## src/hw/rtl/bayer_bilinear_demosaic_top_defines.svh

```systemverilog
// Assertion macros for the bilinear demosaic block.
`ifndef BAYER_BILINEAR_DEMOSAIC_TOP_DEFINES_SVH
`define BAYER_BILINEAR_DEMOSAIC_TOP_DEFINES_SVH

`ifndef NO_ASSERTIONS
`define BBD_ASSERT(lbl, clk, rstn, prop) \
  lbl: assert property (@(posedge clk) disable iff (!rstn) (prop)) \
    else $error("bbd assertion failed");
`define BBD_ASSERT_NEVER(lbl, clk, rstn, cond) \
  lbl: assert property (@(posedge clk) disable iff (!rstn) !(cond)) \
    else $error("bbd forbidden condition seen");
`else
`define BBD_ASSERT(lbl, clk, rstn, prop)
`define BBD_ASSERT_NEVER(lbl, clk, rstn, cond)
`endif

`endif

```

## src/hw/rtl/bbd_pkg.sv

```systemverilog
// Types, constants and helpers shared by the demosaic block.
package bbd_pkg;

  localparam int MaxLineWidth = 4096;
  localparam int SampleBits   = 16;
  localparam int AddrW        = $clog2(MaxLineWidth);
  localparam int WidthW       = 13;
  localparam int HeightW      = 16;
  localparam int CfgIdxW      = 2;
  localparam int CfgDataW     = 16;
  localparam int QDepth       = 8;
  localparam int QPtrW        = $clog2(QDepth);
  localparam int QCntW        = $clog2(QDepth + 1);

  localparam logic [CfgIdxW-1:0] RegPattern     = 2'd0;
  localparam logic [CfgIdxW-1:0] RegLineWidth   = 2'd1;
  localparam logic [CfgIdxW-1:0] RegFrameHeight = 2'd2;

  localparam logic [WidthW-1:0]  LineWidthRst   = 13'd4096;
  localparam logic [HeightW-1:0] FrameHeightRst = 16'd1080;

  typedef enum logic [1:0] {
    PH_RED,
    PH_BLUE,
    PH_GR_RROW,
    PH_GR_BROW
  } phase_e;

  typedef struct packed {
    logic [1:0]         pattern;
    logic [WidthW-1:0]  line_width;
    logic [HeightW-1:0] frame_height;
  } cfg_t;

  typedef struct packed {
    logic [SampleBits-1:0] ctr;
    logic [SampleBits-1:0] hor;
    logic [SampleBits-1:0] ver;
    logic [SampleBits-1:0] plus;
    logic [SampleBits-1:0] diag;
    phase_e                phase;
    logic                  row_end;
  } pix_entry_t;

  typedef struct packed {
    logic [AddrW-1:0] col;
  } front_status_t;

  function automatic logic [AddrW:0] eff_width(logic [WidthW-1:0] w);
    logic [AddrW:0] res;
    if (w < WidthW'(3)) begin
      res = (AddrW+1)'(3);
    end else if (32'(w) > MaxLineWidth) begin
      res = (AddrW+1)'(MaxLineWidth);
    end else begin
      res = (AddrW+1)'(w);
    end
    return res;
  endfunction

  function automatic logic [HeightW-1:0] eff_height(logic [HeightW-1:0] h);
    return (h < HeightW'(3)) ? HeightW'(3) : h;
  endfunction

endpackage

```

## src/hw/rtl/bbd_back.sv

```systemverilog
// Back end: colour selection by phase and the output register.
module bbd_back import bbd_pkg::*; (
  input  logic                  clk_i,
  input  logic                  rst_ni,
  input  logic                  head_valid_i,
  input  pix_entry_t            entry_i,
  output logic                  pop_o,
  output logic                  out_valid_o,
  input  logic                  out_stall_i,
  output logic [SampleBits-1:0] red_o,
  output logic [SampleBits-1:0] green_o,
  output logic [SampleBits-1:0] blue_o,
  output logic                  row_end_o
);

  logic                  out_valid_q, out_valid_d;
  logic [SampleBits-1:0] red_q, green_q, blue_q, red_d, green_d, blue_d;
  logic                  row_end_q;

  assign pop_o = head_valid_i && (!out_valid_q || !out_stall_i);

  always_comb begin
    unique case (entry_i.phase)
      PH_RED: begin
        red_d = entry_i.ctr;  green_d = entry_i.plus; blue_d = entry_i.diag;
      end
      PH_BLUE: begin
        red_d = entry_i.diag; green_d = entry_i.plus; blue_d = entry_i.ctr;
      end
      PH_GR_RROW: begin
        red_d = entry_i.hor;  green_d = entry_i.ctr;  blue_d = entry_i.ver;
      end
      default: begin
        red_d = entry_i.ver;  green_d = entry_i.ctr;  blue_d = entry_i.hor;
      end
    endcase
  end

  always_comb begin
    priority if (pop_o) begin
      out_valid_d = 1'b1;
    end else if (!out_stall_i) begin
      out_valid_d = 1'b0;
    end else begin
      out_valid_d = out_valid_q;
    end
  end

  always_ff @(posedge clk_i or negedge rst_ni) begin
    if (!rst_ni) begin
      out_valid_q <= 1'b0;
    end else begin
      out_valid_q <= out_valid_d;
    end
  end

  always_ff @(posedge clk_i) begin
    if (pop_o) begin
      red_q     <= red_d;
      green_q   <= green_d;
      blue_q    <= blue_d;
      row_end_q <= entry_i.row_end;
    end
  end

  assign out_valid_o = out_valid_q;
  assign red_o       = red_q;
  assign green_o     = green_q;
  assign blue_o      = blue_q;
  assign row_end_o   = row_end_q;

endmodule

```

## config.mk

```make
export PLATFORM = sky130hd
export DESIGN_NAME = bbd_back
export DESIGN_NICKNAME = d
export VERILOG_FILES = /design/src/hw/rtl/bayer_bilinear_demosaic_top_defines.svh /design/src/hw/rtl/bbd_pkg.sv /design/src/hw/rtl/bbd_back.sv
export SDC_FILE = /design/constraint.sdc
export NUM_CORES = 1
export LEC_CHECK = 0
export ABC_AREA = 1
export BUFFER_PORTS_ARGS = -buffer_cell sky130_fd_sc_hd__clkbuf_2
export CELL_PAD_IN_SITES_DETAIL_PLACEMENT = 0
export CELL_PAD_IN_SITES_GLOBAL_PLACEMENT = 2
export CORE_AREA = 4 4 106 108
export DETAILED_ROUTE_END_ITERATION = 12
export DIE_AREA = 0 0 110 112
export GPL_TIMING_DRIVEN = 1
export PLACE_DENSITY_LB_ADDON = 0.15
export SLEW_MARGIN = 20
export SYNTH_ARGS = -nofsm -noshare
export SYNTH_HDL_FRONTEND = slang
export SYNTH_SLANG_ARGS = --single-unit
export TNS_END_PERCENT = 5
```

## constraint.sdc

```tcl
create_clock -name clk_i -period 10 [get_ports clk_i]
set_input_delay 0.5 -clock clk_i [delete_from_list [all_inputs] [get_ports clk_i]]
set_output_delay 0.5 -clock clk_i [all_outputs]
set_load 0.01 [all_outputs]
```

==> key figures <==
Run status
  – Status: finished clean

Floorplan
  – Die Ht: approximately 110 um
  – Number of rows created at floorplan: 37
  – Width of the chip: between 100 and 150 um
  – Die area: between 0.01 and 0.015 mm2
  – Floorplan Core Area: approximately 0.010 mm2
  – Initial Utilization: about a quarter
  – I/O pins: about 140

Clock network
  – Clock transition at the registers of the reported paths: 0.08 ns
  – Cts bufs inserted: 5
  – Clock latency of the later-clocked register in the worst-skew pair: 0.30 ns
  – H-tree depth reported by CTS: 2
  – Count of instances resized after the clock tree is built: 0
  – Maximum root-to-sink buffer count: 2
  – Clock sink total: 50
  – TritonCTS clock tree: built
  – Clock Root Buffer: clkbuf_8

Detailed routing
  – Drt via density: just under 5
  – Count of vias placed by the detailed router: about 2700
  – Total routed wirelength: 8449 um
  – DRC violation count after routing: 0
  – Number of detailed-routing iterations run before antenna repair: 4
  – WL/cell: roughly 15 um
  – Detailed Route Iter0 Violations: between 90 and 100
  – Detail Route Antenna Nets: 0

Cells and area
  – Share of the core filled with cells: 34.23%
  – Share of final-layout standard cells stronger than drive strength 1: 36.23%
  – Antenna diode count: 0
  – Post-layout instance area: ~0.0035 mm2
  – Number of nets at the end of the flow: 500
  – Finished Layout Cells: 550
  – Layout overhead on the synthesized area: 29.46%

Min path
  – Worst hold path type: in -> reg

Logic synthesis
  – Count of yosys warnings during synthesis: 0
  – Cell taking the most area after synthesis: edfxtp_1
  – Gate Count Post-Synth: 292
  – Post-synth design cell area: ~0.0027 mm2
  – Mean area per synthesized cell: 9.264 um2
  – Most common cell in the synthesized netlist: nand3_1
  – Flip-flop and latch count after synthesis: 50
  – Primary flip-flop cell chosen by synthesis mapping: edfxtp_1
  – Number of flops mapped to enable cells by yosys: 49
  – Post-synth top cells: nand3_1, nand2_1, edfxtp_1, nand4_1, buf_2
  – Synth async-reset ratio: 2.000%
  – Sequential-to-total area share from yosys stat: 55.32%
  – Syn_nets: roughly 380
  – Share of Yosys cell area claimed by the top area cell type: 54.39%
  – Largest cells by area after synthesis: edfxtp_1, nand3_1, nand2_1
  – Post-synth cell types: 13

Worst setup path
  – Highest fanout seen on the critical path: 50
  – CP delay by family, top: buffers and inverters
  – Data arrival time of the critical path: 1.67 ns
  – CP Cell Sequence: a21oi_4, buf_4, clkbuf_2
  – End point of the critical path: pop_o
  – Type of origin of the critical path: register
  – Worst reg2reg setup slack: roughly 8.5 ns
  – Number of cell instances on the worst register-to-register path: 2
  – Largest stage delay, worst path: roughly 0.57 ns
  – Beginning of the worst register-to-register path: out_valid_o
  – Crit path capture type: output pin
  – Data required time at the worst endpoint: ~9.5 ns
  – CP Buf/Inv Count: 2
  – Crit path from: out_valid_o
  – Crit Reg-Reg Endpoint: blue_o[6]
  – Critical path class: reg -> out
  – Logic depth of the worst path, buffers included: 3
  – Worst-path cell with the longest stage delay: buf_4

Global route
  – Global-route met1 utilization: 15.78%
  – Total congestion overflow after global routing: 0
  – Via count of the first global-routing pass: between 2000 and 3000
  – GR Util All Layers: around 13%
  – Met2 layer usage reported by global route: a little under a quarter
  – Busiest grt layer: met2
  – Pin count of the biggest net entering global routing: 83
  – Initial antenna violation count: 0
  – First-pass GRT wire length: roughly 13000 um
  – Grt met3 use: 4.058%

Pwr
  – Power per standard cell area: between 100 and 150 mW/mm2
  – Clock group share of total power: 26.3%
  – Max VDD drop: around 0.050 mV
  – Leakage power of the design: ~0.0015 uW
  – Net switching power: ~130 uW
  – Share of total power consumed by net switching: between 20% and 30%
  – Design internal power: 341.7 uW
  – Part of the total power dissipated in combinational logic: about a fifth
  – Proportion of power drawn by flip-flops and latches: ~54%

Timing
  – Final slew viol count: 0
  – Crit share post-route: a little over a fifth
  – Setup violations, final: 0
  – Max frequency: 461.6 MHz
  – Largest clock skew in the final design: 0.01165 ns
  – RSZ-0062 raised after global routing: no
  – Min Clock Period, post-route: about 2.2 ns
  – Hold Fails Final Rpt: 0
  – Worst slew slack as a fraction of its limit: between 40% and 50%
  – Final total negative setup slack: 0 ns
  – Worst-Margin Slew: around 0.9 ns

Placement
  – HPWL reported at the end of detailed placement: ~5700 um
  – Final GP Congestion: about 0.79
  – Cell area after placement: 0.003402 mm2
  – Number of cells after detailed placement: roughly 540
  – Port Buf Inserts: about 140

Flow run
  – Count of maximum capacitance violations: 0
==> logic make-up (layout without fill, tap and decap cells) <==
group / Yosys count / after routing / share of synthesized area [%]
and+or+nand+nor: 211 / 211 / 36.96
DFF: 50 / 50 / 55.32
AOI/OAI and AO/OA: 1 / 1 / 0.1848
buffers and inverters: 30 / 152 / 7.539
==> cells in the final DEF (no fill, tap or decap) <==
master         netlist  routed
clkbuf_2             0     137
nand3_1             96      96
nand2_1             82      82
edfxtp_1            49      49
nand4_1             32      32
clkbuf_8             0       6
buf_4                1       3
inv_2                2       2
clkbuf_1             1       2
nor2_4               1       1
inv_1                1       1
a21oi_4              0       1
dlygate4sd3_1        0       1
dfrtp_1              1       1
==> layout make-up <==
| type | count | area, um2 |
|---|---|---|
| inverter | 3 | 11.26 |
| clock buffer | 8 | 90.09 |
| tap | 136 | 170.2 |
| timing repair buffer | 141 | 718.2 |
| sequential | 50 | 1496 |
| multi-input combinational | 212 | 1016 |
| fill | 1105 | 6729 |
==> stage by stage <==
stage	total power, uW	hold slack [ns]	setup slack [ns]
floorplan	309.5	0.2044	6.428
global placement	352.0	0.2760	7.550
detailed placement	351.9	0.2766	7.510
CTS	479.9	0.3669	7.769
global route	499.1	0.3597	7.677
finish	468.5	0.3833	7.834
==> power by group through the flow <==
stage	clock [uW]	sequential, uW	combinational (uW)
final	123	254	90.9
after global placement	0	259	92.8
after detailed placement	0	259	92.6
after global routing	141	256	103
after CTS	132	255	93.2
after floorplan	0	267	42.2
==> worst min path at each step <==
stage / from / to / slack, ns / cells past startpoint
floorplan: rst_ni / out_valid_o / 0.20 / 0
global placement: rst_ni / out_valid_o / 0.28 / 1
detailed placement: rst_ni / out_valid_o / 0.28 / 1
CTS: entry_i[0] / row_end_o / 0.37 / 1
global route: entry_i[0] / row_end_o / 0.36 / 1
finish: entry_i[0] / row_end_o / 0.38 / 1
==> flip-flops by register name, indices dropped and copies added, names as in the netlist <==
name         count
blue_o          16
red_o           16
out_valid_o      1
green_o         16
row_end_o        1
==> layer usage <==
metal / up-vias / part of all wire (%)
met5: - / 0
met3: 8 / 9.0
met2: 100 / 51
met1: 1242 / 39
met4: 0 / 1.1
li1: 1300 / -
==> worst register-to-register path: cells and delay by family, from the launching register on <==
family,cells,cell delay [ns]
flops,1,0.43
buf+inv,1,0.57
compound gates,1,0.13
==> timing repair <==
action,in CTS,in global routing
hold buffers,1,0
setup buffers,0,0
endpoints found under the hold margin,1,0
endpoints found under the setup margin,0,0
Power figures use the tool's default switching activity.
