==> config.mk <==
export PLATFORM = sky130hd
export DESIGN_NAME = bbd_queue
export DESIGN_NICKNAME = d
export VERILOG_FILES = /design/src/hw/rtl/bayer_bilinear_demosaic_top_defines.svh /design/src/hw/rtl/bbd_pkg.sv /design/src/hw/rtl/bbd_queue.sv
export SDC_FILE = /design/constraint.sdc
export NUM_CORES = 1
export LEC_CHECK = 0
export ABC_CLOCK_PERIOD_IN_PS = 8300
export BUFFER_PORTS_ARGS = -buffer_cell sky130_fd_sc_hd__buf_2
export CORE_ASPECT_RATIO = 0.6
export CORE_MARGIN = 3
export CORE_UTILIZATION = 45
export CTS_CLUSTER_DIAMETER = 120
export DETAILED_ROUTE_END_ITERATION = 8
export GPL_ROUTABILITY_DRIVEN = 1
export PLACE_DENSITY_LB_ADDON = 0.25
export SKIP_CTS_REPAIR_TIMING = 1
export SLEW_MARGIN = 20
export SYNTH_ARGS = -nofsm -noshare
export SYNTH_HDL_FRONTEND = slang
export SYNTH_SLANG_ARGS = --single-unit
==> constraint.sdc <==
create_clock -name clk_i -period 8.3 [get_ports clk_i]
set_input_delay 1.245 -clock clk_i [delete_from_list [all_inputs] [get_ports clk_i]]
set_output_delay 1.245 -clock clk_i [all_outputs]
set_load 0.03 [all_outputs]
==> src/hw/rtl/bayer_bilinear_demosaic_top_defines.svh <==
// Assertion macros for the bilinear demosaic block.
`ifndef BAYER_BILINEAR_DEMOSAIC_TOP_DEFINES_SVH
`define BAYER_BILINEAR_DEMOSAIC_TOP_DEFINES_SVH

`ifndef NO_ASSERTIONS
`define BBD_ASSERT(lbl, clk, rstn, prop) \
  lbl: assert property (@(posedge clk) disable iff (!rstn) (prop)) \
    else $error("bbd assertion failed");
`define BBD_ASSERT_NEVER(lbl, clk, rstn, cond) \
  lbl: assert property (@(posedge clk) disable iff (!rstn) !(cond)) \
    else $error("bbd forbidden condition seen");
`else
`define BBD_ASSERT(lbl, clk, rstn, prop)
`define BBD_ASSERT_NEVER(lbl, clk, rstn, cond)
`endif

`endif

==> src/hw/rtl/bbd_pkg.sv <==
// Types, constants and helpers shared by the demosaic block.
package bbd_pkg;

  localparam int MaxLineWidth = 4096;
  localparam int SampleBits   = 16;
  localparam int AddrW        = $clog2(MaxLineWidth);
  localparam int WidthW       = 13;
  localparam int HeightW      = 16;
  localparam int CfgIdxW      = 2;
  localparam int CfgDataW     = 16;
  localparam int QDepth       = 8;
  localparam int QPtrW        = $clog2(QDepth);
  localparam int QCntW        = $clog2(QDepth + 1);

  localparam logic [CfgIdxW-1:0] RegPattern     = 2'd0;
  localparam logic [CfgIdxW-1:0] RegLineWidth   = 2'd1;
  localparam logic [CfgIdxW-1:0] RegFrameHeight = 2'd2;

  localparam logic [WidthW-1:0]  LineWidthRst   = 13'd4096;
  localparam logic [HeightW-1:0] FrameHeightRst = 16'd1080;

  typedef enum logic [1:0] {
    PH_RED,
    PH_BLUE,
    PH_GR_RROW,
    PH_GR_BROW
  } phase_e;

  typedef struct packed {
    logic [1:0]         pattern;
    logic [WidthW-1:0]  line_width;
    logic [HeightW-1:0] frame_height;
  } cfg_t;

  typedef struct packed {
    logic [SampleBits-1:0] ctr;
    logic [SampleBits-1:0] hor;
    logic [SampleBits-1:0] ver;
    logic [SampleBits-1:0] plus;
    logic [SampleBits-1:0] diag;
    phase_e                phase;
    logic                  row_end;
  } pix_entry_t;

  typedef struct packed {
    logic [AddrW-1:0] col;
  } front_status_t;

  function automatic logic [AddrW:0] eff_width(logic [WidthW-1:0] w);
    logic [AddrW:0] res;
    if (w < WidthW'(3)) begin
      res = (AddrW+1)'(3);
    end else if (32'(w) > MaxLineWidth) begin
      res = (AddrW+1)'(MaxLineWidth);
    end else begin
      res = (AddrW+1)'(w);
    end
    return res;
  endfunction

  function automatic logic [HeightW-1:0] eff_height(logic [HeightW-1:0] h);
    return (h < HeightW'(3)) ? HeightW'(3) : h;
  endfunction

endpackage

==> src/hw/rtl/bbd_queue.sv <==
// Short queue of finished pixel entries between front and back.
module bbd_queue import bbd_pkg::*; (
  input  logic             clk_i,
  input  logic             rst_ni,
  input  logic             push_i,
  input  pix_entry_t       entry_i,
  input  logic             pop_i,
  output pix_entry_t       entry_o,
  output logic [QCntW-1:0] count_o
);

  pix_entry_t       slots_q [QDepth];
  logic [QPtrW-1:0] wr_ptr_q, rd_ptr_q;
  logic [QCntW-1:0] count_q;

  always_ff @(posedge clk_i) begin
    if (push_i) slots_q[wr_ptr_q] <= entry_i;
  end

  always_ff @(posedge clk_i or negedge rst_ni) begin
    if (!rst_ni) begin
      wr_ptr_q <= '0;
      rd_ptr_q <= '0;
      count_q  <= '0;
    end else begin
      if (push_i) wr_ptr_q <= wr_ptr_q + QPtrW'(1);
      if (pop_i)  rd_ptr_q <= rd_ptr_q + QPtrW'(1);
      count_q <= count_q + QCntW'(push_i) - QCntW'(pop_i);
    end
  end

  assign entry_o = slots_q[rd_ptr_q];
  assign count_o = count_q;

endmodule

==> summary.txt, run 1 <==
GRT
  – Number of global-route vias before repair: 11503
  – Initial antenna violation count: 6
  – GRT Total Usage: 16.6%
  – GRT overflow: 0
  – First-pass GRT wire length: 74400 um
  – Largest net degree at the start of global routing: 103

Worst setup path
  – CP Max Fanout: 51
  – Worst Path Arrival: 3.63 ns
  – Crit path launch type: flop
  – Critical Path Sink Type: primary output
  – WP data required: 7.05 ns
  – WS Path Type: reg -> out

Die
  – Die Wd: 313 um
  – Initial core utilization: 46.2%
  – Rows: 66
  – Die height: 190 um
  – Die Area: 0.0596 mm2
  – IO Count: 174
  – Area of the core: 0.0551 mm2

Clocking
  – CTS root buffer: clkbuf_16
  – CTS tree: yes
  – H-tree level count: 2
  – CTS clock-pin slew for the worst setup and hold paths: 0.07 ns
  – Clock tree buffer depth: 3
  – Num CTS Buffers: 58
  – Skew-Pair Late Insertion Delay: 0.58 ns
  – Clk sinks: 674

Synth
  – Mapped Nets: 1104
  – Sequential fraction of the synthesis area: 79.3%
  – Area leader, netlist: edfxtp_1
  – Cell area after synthesis: 0.0255 mm2
  – Yosys warnings: 0
  – Synth Instances: 1010
  – Synth unique cells: 19
  – FF+latch count, synth: 674
  – Post-synth top area share: 78.3%
  – Synthesized area per cell: 25.2 um2
  – Area contributors post-synth: edfxtp_1, mux4_2, mux2_2

Place
  – GP Congestion: 0.680
  – HPWL after detailed placement: 25000 um
  – Port Buffers: 173
  – Dpl cell area: 0.0272 mm2

Route
  – Vias after detailed routing: 10848
  – Residual DRC count: 0
  – WL/cell: 24.4 um
  – First drt pass iteration count: 5
  – Vias/cell: 5.41
  – Detailed Route Iter0 Violations: 743
  – WL final: 48800 um
  – Antenna Nets Post-Route: 0

Final layout
  – Fill cells: 4231
  – Final #Nets: 1310
  – Final Cell Area: 0.0290 mm2
  – Area growth, synth to finish: 13.8%
  – Share of post-route cells with drive strength above 1: 42.2%
  – Diodes inserted: 0

STA
  – Rel. slew slack: 30.9%
  – Min Clock Period, post-route: 4.88 ns
  – Tcrit/Tclk final: 58.8%
  – Fin. Hold Viols: 0
  – Setup TNS: 0 ns
  – Setup Skew: 0.0163 ns
  – Max Clock Freq: 205 MHz
  – Pins Over Slew Limit: 0
  – Worst-Margin Slew: 1.04 ns
  – Final setup vio count: 0
  – Unrepaired setup endpoints after global routing: false

Min path
  – Hold WC Path Type: in -> async

Power
  – Worst vdd ir: 0.373 mV
  – Final Power: 10.6 mW
  – Pleak: 9.33 nW
  – PD cells: 365 mW/mm2

Run
  – Max Cap Violations: 0

Outcome
  – Outcome: finished clean
==> sequential cells by signal, indices dropped and copies added (netlist names) <==
signal,cells
slots_q,664
wr_ptr_q,3
rd_ptr_q,3
count_o,4
==> cells in the final DEF, fill, tap and decap left out, types with 2 or more instances in the layout <==
master and n:
buf_12 3, buf_2 173, buf_4 17, bufinv_16 4, clkbuf_1 14, clkbuf_16 59
clkinv_1 11, clkinv_2 9, clkinvlp_4 2, dfrtp_1 7, dfrtp_4 3, edfxtp_1 664
ha_1 6, inv_1 7, mux2_2 85, mux4_2 166, nand2_1 4, nand2b_1 3
nor2_4 6, nor3_2 2, xnor2_1 5, xor2_1 2
==> Yosys cell counts (all sizes together) <==
| cell type | count |
|---|---|
| a21o | 1 |
| a21oi | 1 |
| buf | 33 |
| clkbuf | 14 |
| dfrtp | 10 |
| edfxtp | 664 |
| fa | 1 |
| ha | 6 |
| inv | 7 |
| mux2 | 85 |
| mux4 | 166 |
| nand2 | 4 |
| nand2b | 3 |
| nor2 | 6 |
| nor3 | 2 |
| xnor2 | 5 |
| xor2 | 2 |
==> final timing paths <==
| check | start | to | slack (ns) | cells past startpoint |
|---|---|---|---|---|
| setup / recovery | rd_ptr_q[0]$_DFFE_PN0P_ | entry_o[69] | 3.42 | 4 |
| hold / removal | rst_ni | wr_ptr_q[1]$_DFFE_PN0P_ | 0.52 | 1 |
| setup reg to reg | wr_ptr_q[1]$_DFFE_PN0P_ | slots_q[0][34]$_DFFE_PP_ | 5.66 | 4 |
| hold reg to reg | wr_ptr_q[1]$_DFFE_PN0P_ | wr_ptr_q[1]$_DFFE_PN0P_ | 0.56 | 1 |
| max in group asynchronous | rst_ni | rd_ptr_q[0]$_DFFE_PN0P_ | 7.55 | 1 |
| min in group clk_i | wr_ptr_q[1]$_DFFE_PN0P_ | wr_ptr_q[1]$_DFFE_PN0P_ | 0.56 | 1 |
==> final cells by class <==
class	instances	area [um2]	share of cell area, %
multi-input combinational	282	4990	17.2
tap	748	936	3.23
clock buffer	73	1530	5.28
timing repair buffer	193	1050	3.64
sequential	674	20200	69.7
clock inverter	28	239	0.825
inverter	7	26.3	0.0907
==> per-stage QoR <==
stage	instances	hold slack (ns)	util (%)	worst slack, ns
3_3_place_gp	1903	0.540	49.4	3.94
5_1_grt	2005	0.503	52.6	3.08
2_1_floorplan	1010	0.517	-	0.711
6_report	2005	0.520	52.6	3.42
4_1_cts	2005	0.493	52.6	3.25
3_5_place_dp	1904	0.548	49.4	3.90
==> critical path: stages (launching register included) <==
cell and delay, ns:
dfrtp_4 0.96, buf_4 0.90, mux4_2 0.60, mux2_2 0.32, buf_2 0.19
==> report_power, final <==
| part | switching, mW | leakage, nW | total (mW) | internal, mW |
|---|---|---|---|---|
| sequential | 0.272 | 6.15 | 4.55 | 4.28 |
| combinational | 2.00 | 2.33 | 3.46 | 1.46 |
| clock | 1.14 | 0.862 | 2.56 | 1.42 |
| total | 3.41 | 9.33 | 10.6 | 7.16 |
==> per-layer routing <==
metal | track usage, % | part of all wire, %
met1 | 23.8 | 44
met3 | 3.82 | 6.0
met2 | 26.7 | 48
met5 | 0 | 0.13
met4 | 3.19 | 1.5
==> logic make-up (layout without fill, tap and decap cells) <==
kind of cell | count (synthesis) | after routing | share of synthesized area (%)
adders and majority gates | 7 | 7 | 0.374
buffers and inverters | 54 | 301 | 1.32
AOI/OAI and AO/OA | 2 | 2 | 0.0491
and+or+nand+nor | 15 | 15 | 0.260
DFF | 674 | 674 | 79.3
muxes | 251 | 251 | 18.4
xor gates and xnor gates | 7 | 7 | 0.241
No activity file was read; power rests on OpenSTA's default activity.
==> inputs of run 2 (changes only) <==
--- a/config.mk
+++ b/config.mk
@@ -5,7 +5,7 @@
 export SDC_FILE = /design/constraint.sdc
 export NUM_CORES = 1
 export LEC_CHECK = 0
-export ABC_CLOCK_PERIOD_IN_PS = 8300
+export ABC_CLOCK_PERIOD_IN_PS = 4300
 export BUFFER_PORTS_ARGS = -buffer_cell sky130_fd_sc_hd__buf_2
 export CORE_ASPECT_RATIO = 0.6
 export CORE_MARGIN = 3
==> constraint.sdc (replaced) <==
create_clock -name clk_i -period 4.3 [get_ports clk_i]
set_input_delay 0.645 -clock clk_i [delete_from_list [all_inputs] [get_ports clk_i]]
set_output_delay 0.645 -clock clk_i [all_outputs]
set_load 0.03 [all_outputs]
==> run 2 against run 1 <==
Compared with the run above:
- non-clock buffer count increased by 8
- cell count increased by 0.65%
- largest cell class unchanged
- cell area increased by 0.85%
- highest routed layer unchanged
- global-route usage increased by 0.13 points
- routed wire length increased by 1.2%
- combinational power increased by 100%
- utilization increased by 0.45 points
- sequential power increased by 91%
==> summary.txt, run 2 (synthesis gave the netlist of run 1 again) <==
Route
  – Detailed Route Iter0 Violations: 679 (was 743)
  – Residual DRC count: 0 (unchanged)
  – Vias after detailed routing: 10966 (was 10848)
  – WL/cell: 24.5 um (was 24.4 um)
  – WL final: 49400 um (was 48800 um)
  – First drt pass iteration count: 5 (unchanged)
  – Antenna Nets Post-Route: 0 (unchanged)
  – Vias/cell: 5.43 (was 5.41)

Die
  – Initial core utilization: 46.2% (unchanged)
  – Area of the core: 0.0551 mm2 (unchanged)
  – Rows: 66 (unchanged)
  – Die Area: 0.0596 mm2 (unchanged)
  – Die Wd: 313 um (unchanged)
  – IO Count: 174 (unchanged)
  – Die height: 190 um (unchanged)

Place
  – HPWL after detailed placement: 26000 um (was 25000 um)
  – Port Buffers: 173 (unchanged)
  – Dpl cells: 1911 (was 1904)
  – GP Congestion: 0.691 (was 0.680)
  – Dpl cell area: 0.0274 mm2 (was 0.0272 mm2)

Power
  – Clock power frac: 24.5% (was 24.2%)
  – PD cells: 709 mW/mm2 (was 365 mW/mm2)
  – Pleak: 9.45 nW (was 9.33 nW)
  – Sw Ratio: 32.2% (was 32.3%)
  – Sequential power share: 42.0% (was 43.0%)
  – Worst vdd ir: 0.412 mV (was 0.373 mV)
  – Switching power: 6.67 mW (was 3.41 mW)
  – Internal power: 14.0 mW (was 7.16 mW)
  – Logic pwr share: 33.5% (was 32.7%)

Final layout
  – Final #Nets: 1319 (was 1310)
  – Final cell count without fillers: 2018 (was 2005)
  – Final Cell Area: 0.0292 mm2 (was 0.0290 mm2)
  – Area of the multi-input gates: 0.00500 mm2 (was 0.00499 mm2)
  – Area growth, synth to finish: 14.8% (was 13.8%)
  – Fill cells: 4284 (was 4231)
  – Most common cell after layout, fill and taps aside: edfxtp_1 (unchanged)
  – Top reg by flops: slots_q (unchanged)
  – Diodes inserted: 0 (unchanged)
  – Number of flip-flops under the largest register name: 664 (unchanged)
  – Seq. cell area: 0.0202 mm2 (unchanged)
  – Share of post-route cells with drive strength above 1: 42.5% (was 42.2%)
  – Commonest cells after routing, fill and taps aside: edfxtp_1, buf_2, mux4_2 (unchanged)

Worst setup path
  – Worst Path Arrival: 2.90 ns (was 3.63 ns)
  – FF-to-FF End: slots_q[1][32]$_DFFE_PP_ (was slots_q[0][34]$_DFFE_PP_)
  – Worst setup path end: entry_o[33] (was entry_o[69])
  – R2R setup slack: 2.03 ns (was 5.66 ns)
  – Crit path launch type: flop (unchanged)
  – CP Max Fanout: 36 (was 51)
  – Critical Path Sink Type: primary output (unchanged)
  – WP data required: 3.65 ns (was 7.05 ns)
  – WS Path Type: reg -> out (unchanged)
  – FF-to-FF Start: wr_ptr_q[1]$_DFFE_PN0P_ (unchanged)
  – R2R cell count: 3 (was 4)
  – Crit path from: rd_ptr_q[0]$_DFFE_PN0P_ (unchanged)

Clocking
  – Clk sinks: 674 (unchanged)
  – CTS tree: yes (unchanged)
  – CTS clock-pin slew for the worst setup and hold paths: 0.06 ns (was 0.07 ns)
  – Num CTS Buffers: 59 (was 58)
  – CTS root buffer: clkbuf_16 (unchanged)
  – H-tree level count: 2 (unchanged)
  – Clock tree buffer depth: 3 (unchanged)
  – Skew-Pair Late Insertion Delay: 0.59 ns (was 0.58 ns)

Outcome
  – Outcome: finished clean (unchanged)

GRT
  – Met2 Use GR: 27.0% (was 26.7%)
  – Initial antenna violation count: 5 (was 6)
  – GR met3 Demand/Resource: 3.56% (was 3.82%)
  – Gr busiest metal: met2 (unchanged)
  – Number of global-route vias before repair: 11647 (was 11503)
  – Largest net degree at the start of global routing: 73 (was 103)
  – GRT Total Usage: 16.8% (was 16.6%)
  – First-pass GRT wire length: 75300 um (was 74400 um)
  – GRT overflow: 0 (unchanged)
  – Met1 global-route usage: 24.2% (was 23.8%)

STA
  – Tcrit/Tclk final: 82.4%
  – Pins Over Slew Limit: 0 (unchanged)
  – Max Clock Freq: 282 MHz
  – Unrepaired setup endpoints after global routing: false (unchanged)
  – Setup Skew: 0.0119 ns (was 0.0163 ns)
  – Final setup vio count: 0 (unchanged)
  – Min Clock Period, post-route: 3.54 ns
  – Fin. Hold Viols: 0 (unchanged)
  – Rel. slew slack: 40.6% (was 30.9%)
  – Worst-Margin Slew: 0.891 ns (was 1.04 ns)
  – Setup TNS: 0 ns (unchanged)

Min path
  – Hold WC Path Type: in -> reg (was in -> async)

Run
  – Max Cap Violations: 0 (unchanged)
-- run 2: final cells by class --
type,count,share of cell area [%]
multi-input cells,282,17.1
inverters,7,0.0899
clock inverters,26,0.754
well taps,748,3.20
repair buffers,201,4.16
clock buffers,80,5.54
flip-flops and latches,674,69.1
-- run 2: critical path, stage by stage (launching register included) --
cell and delay (ns):
dfrtp_4 0.88, buf_12 0.38, mux4_2 0.54, mux2_2 0.30, buf_2 0.18
-- run 2: stage by stage --
stage,total power [mW],util [%],hold WS (ns),worst slack (ns)
6_report,20.7,53.0,0.322,0.756
2_1_floorplan,14.0,-,0.349,-0.459
3_5_place_dp,16.0,49.7,0.535,1.31
5_1_grt,21.8,53.0,0.300,0.571
4_1_cts,21.1,53.0,-0.102,0.664
3_3_place_gp,15.9,49.7,0.530,1.32
-- run 2: routing by layer --
metal	up-vias	wire (um)
li1	4757	-
met2	214	23800
met5	-	57
met4	10	688
met1	5913	22400
met3	72	2470
-- run 2: how the worst min path moves through the flow --
stage / cells past startpoint / slack [ns] / to / from
final: 1 / 0.32 / slots_q[0][39]$_DFFE_PP_ / entry_i[39]
after global routing: 1 / 0.30 / slots_q[4][47]$_DFFE_PP_ / entry_i[47]
after CTS: 1 / -0.10 / wr_ptr_q[1]$_DFFE_PN0P_ / rst_ni
after detailed placement: 1 / 0.53 / count_o[3]$_DFF_PN0_ / rst_ni
after global placement: 1 / 0.53 / count_o[3]$_DFF_PN0_ / rst_ni
after floorplan: 0 / 0.35 / count_o[0]$_DFF_PN0_ / rst_ni
-- run 2: power groups by stage --
stage | clock [mW] | combinational (mW) | sequential [mW]
floorplan | 0 | 5.31 | 8.67
global placement | 0 | 7.09 | 8.83
detailed placement | 0 | 7.12 | 8.87
CTS | 5.22 | 7.13 | 8.73
global route | 5.52 | 7.45 | 8.80
finish | 5.07 | 6.93 | 8.71
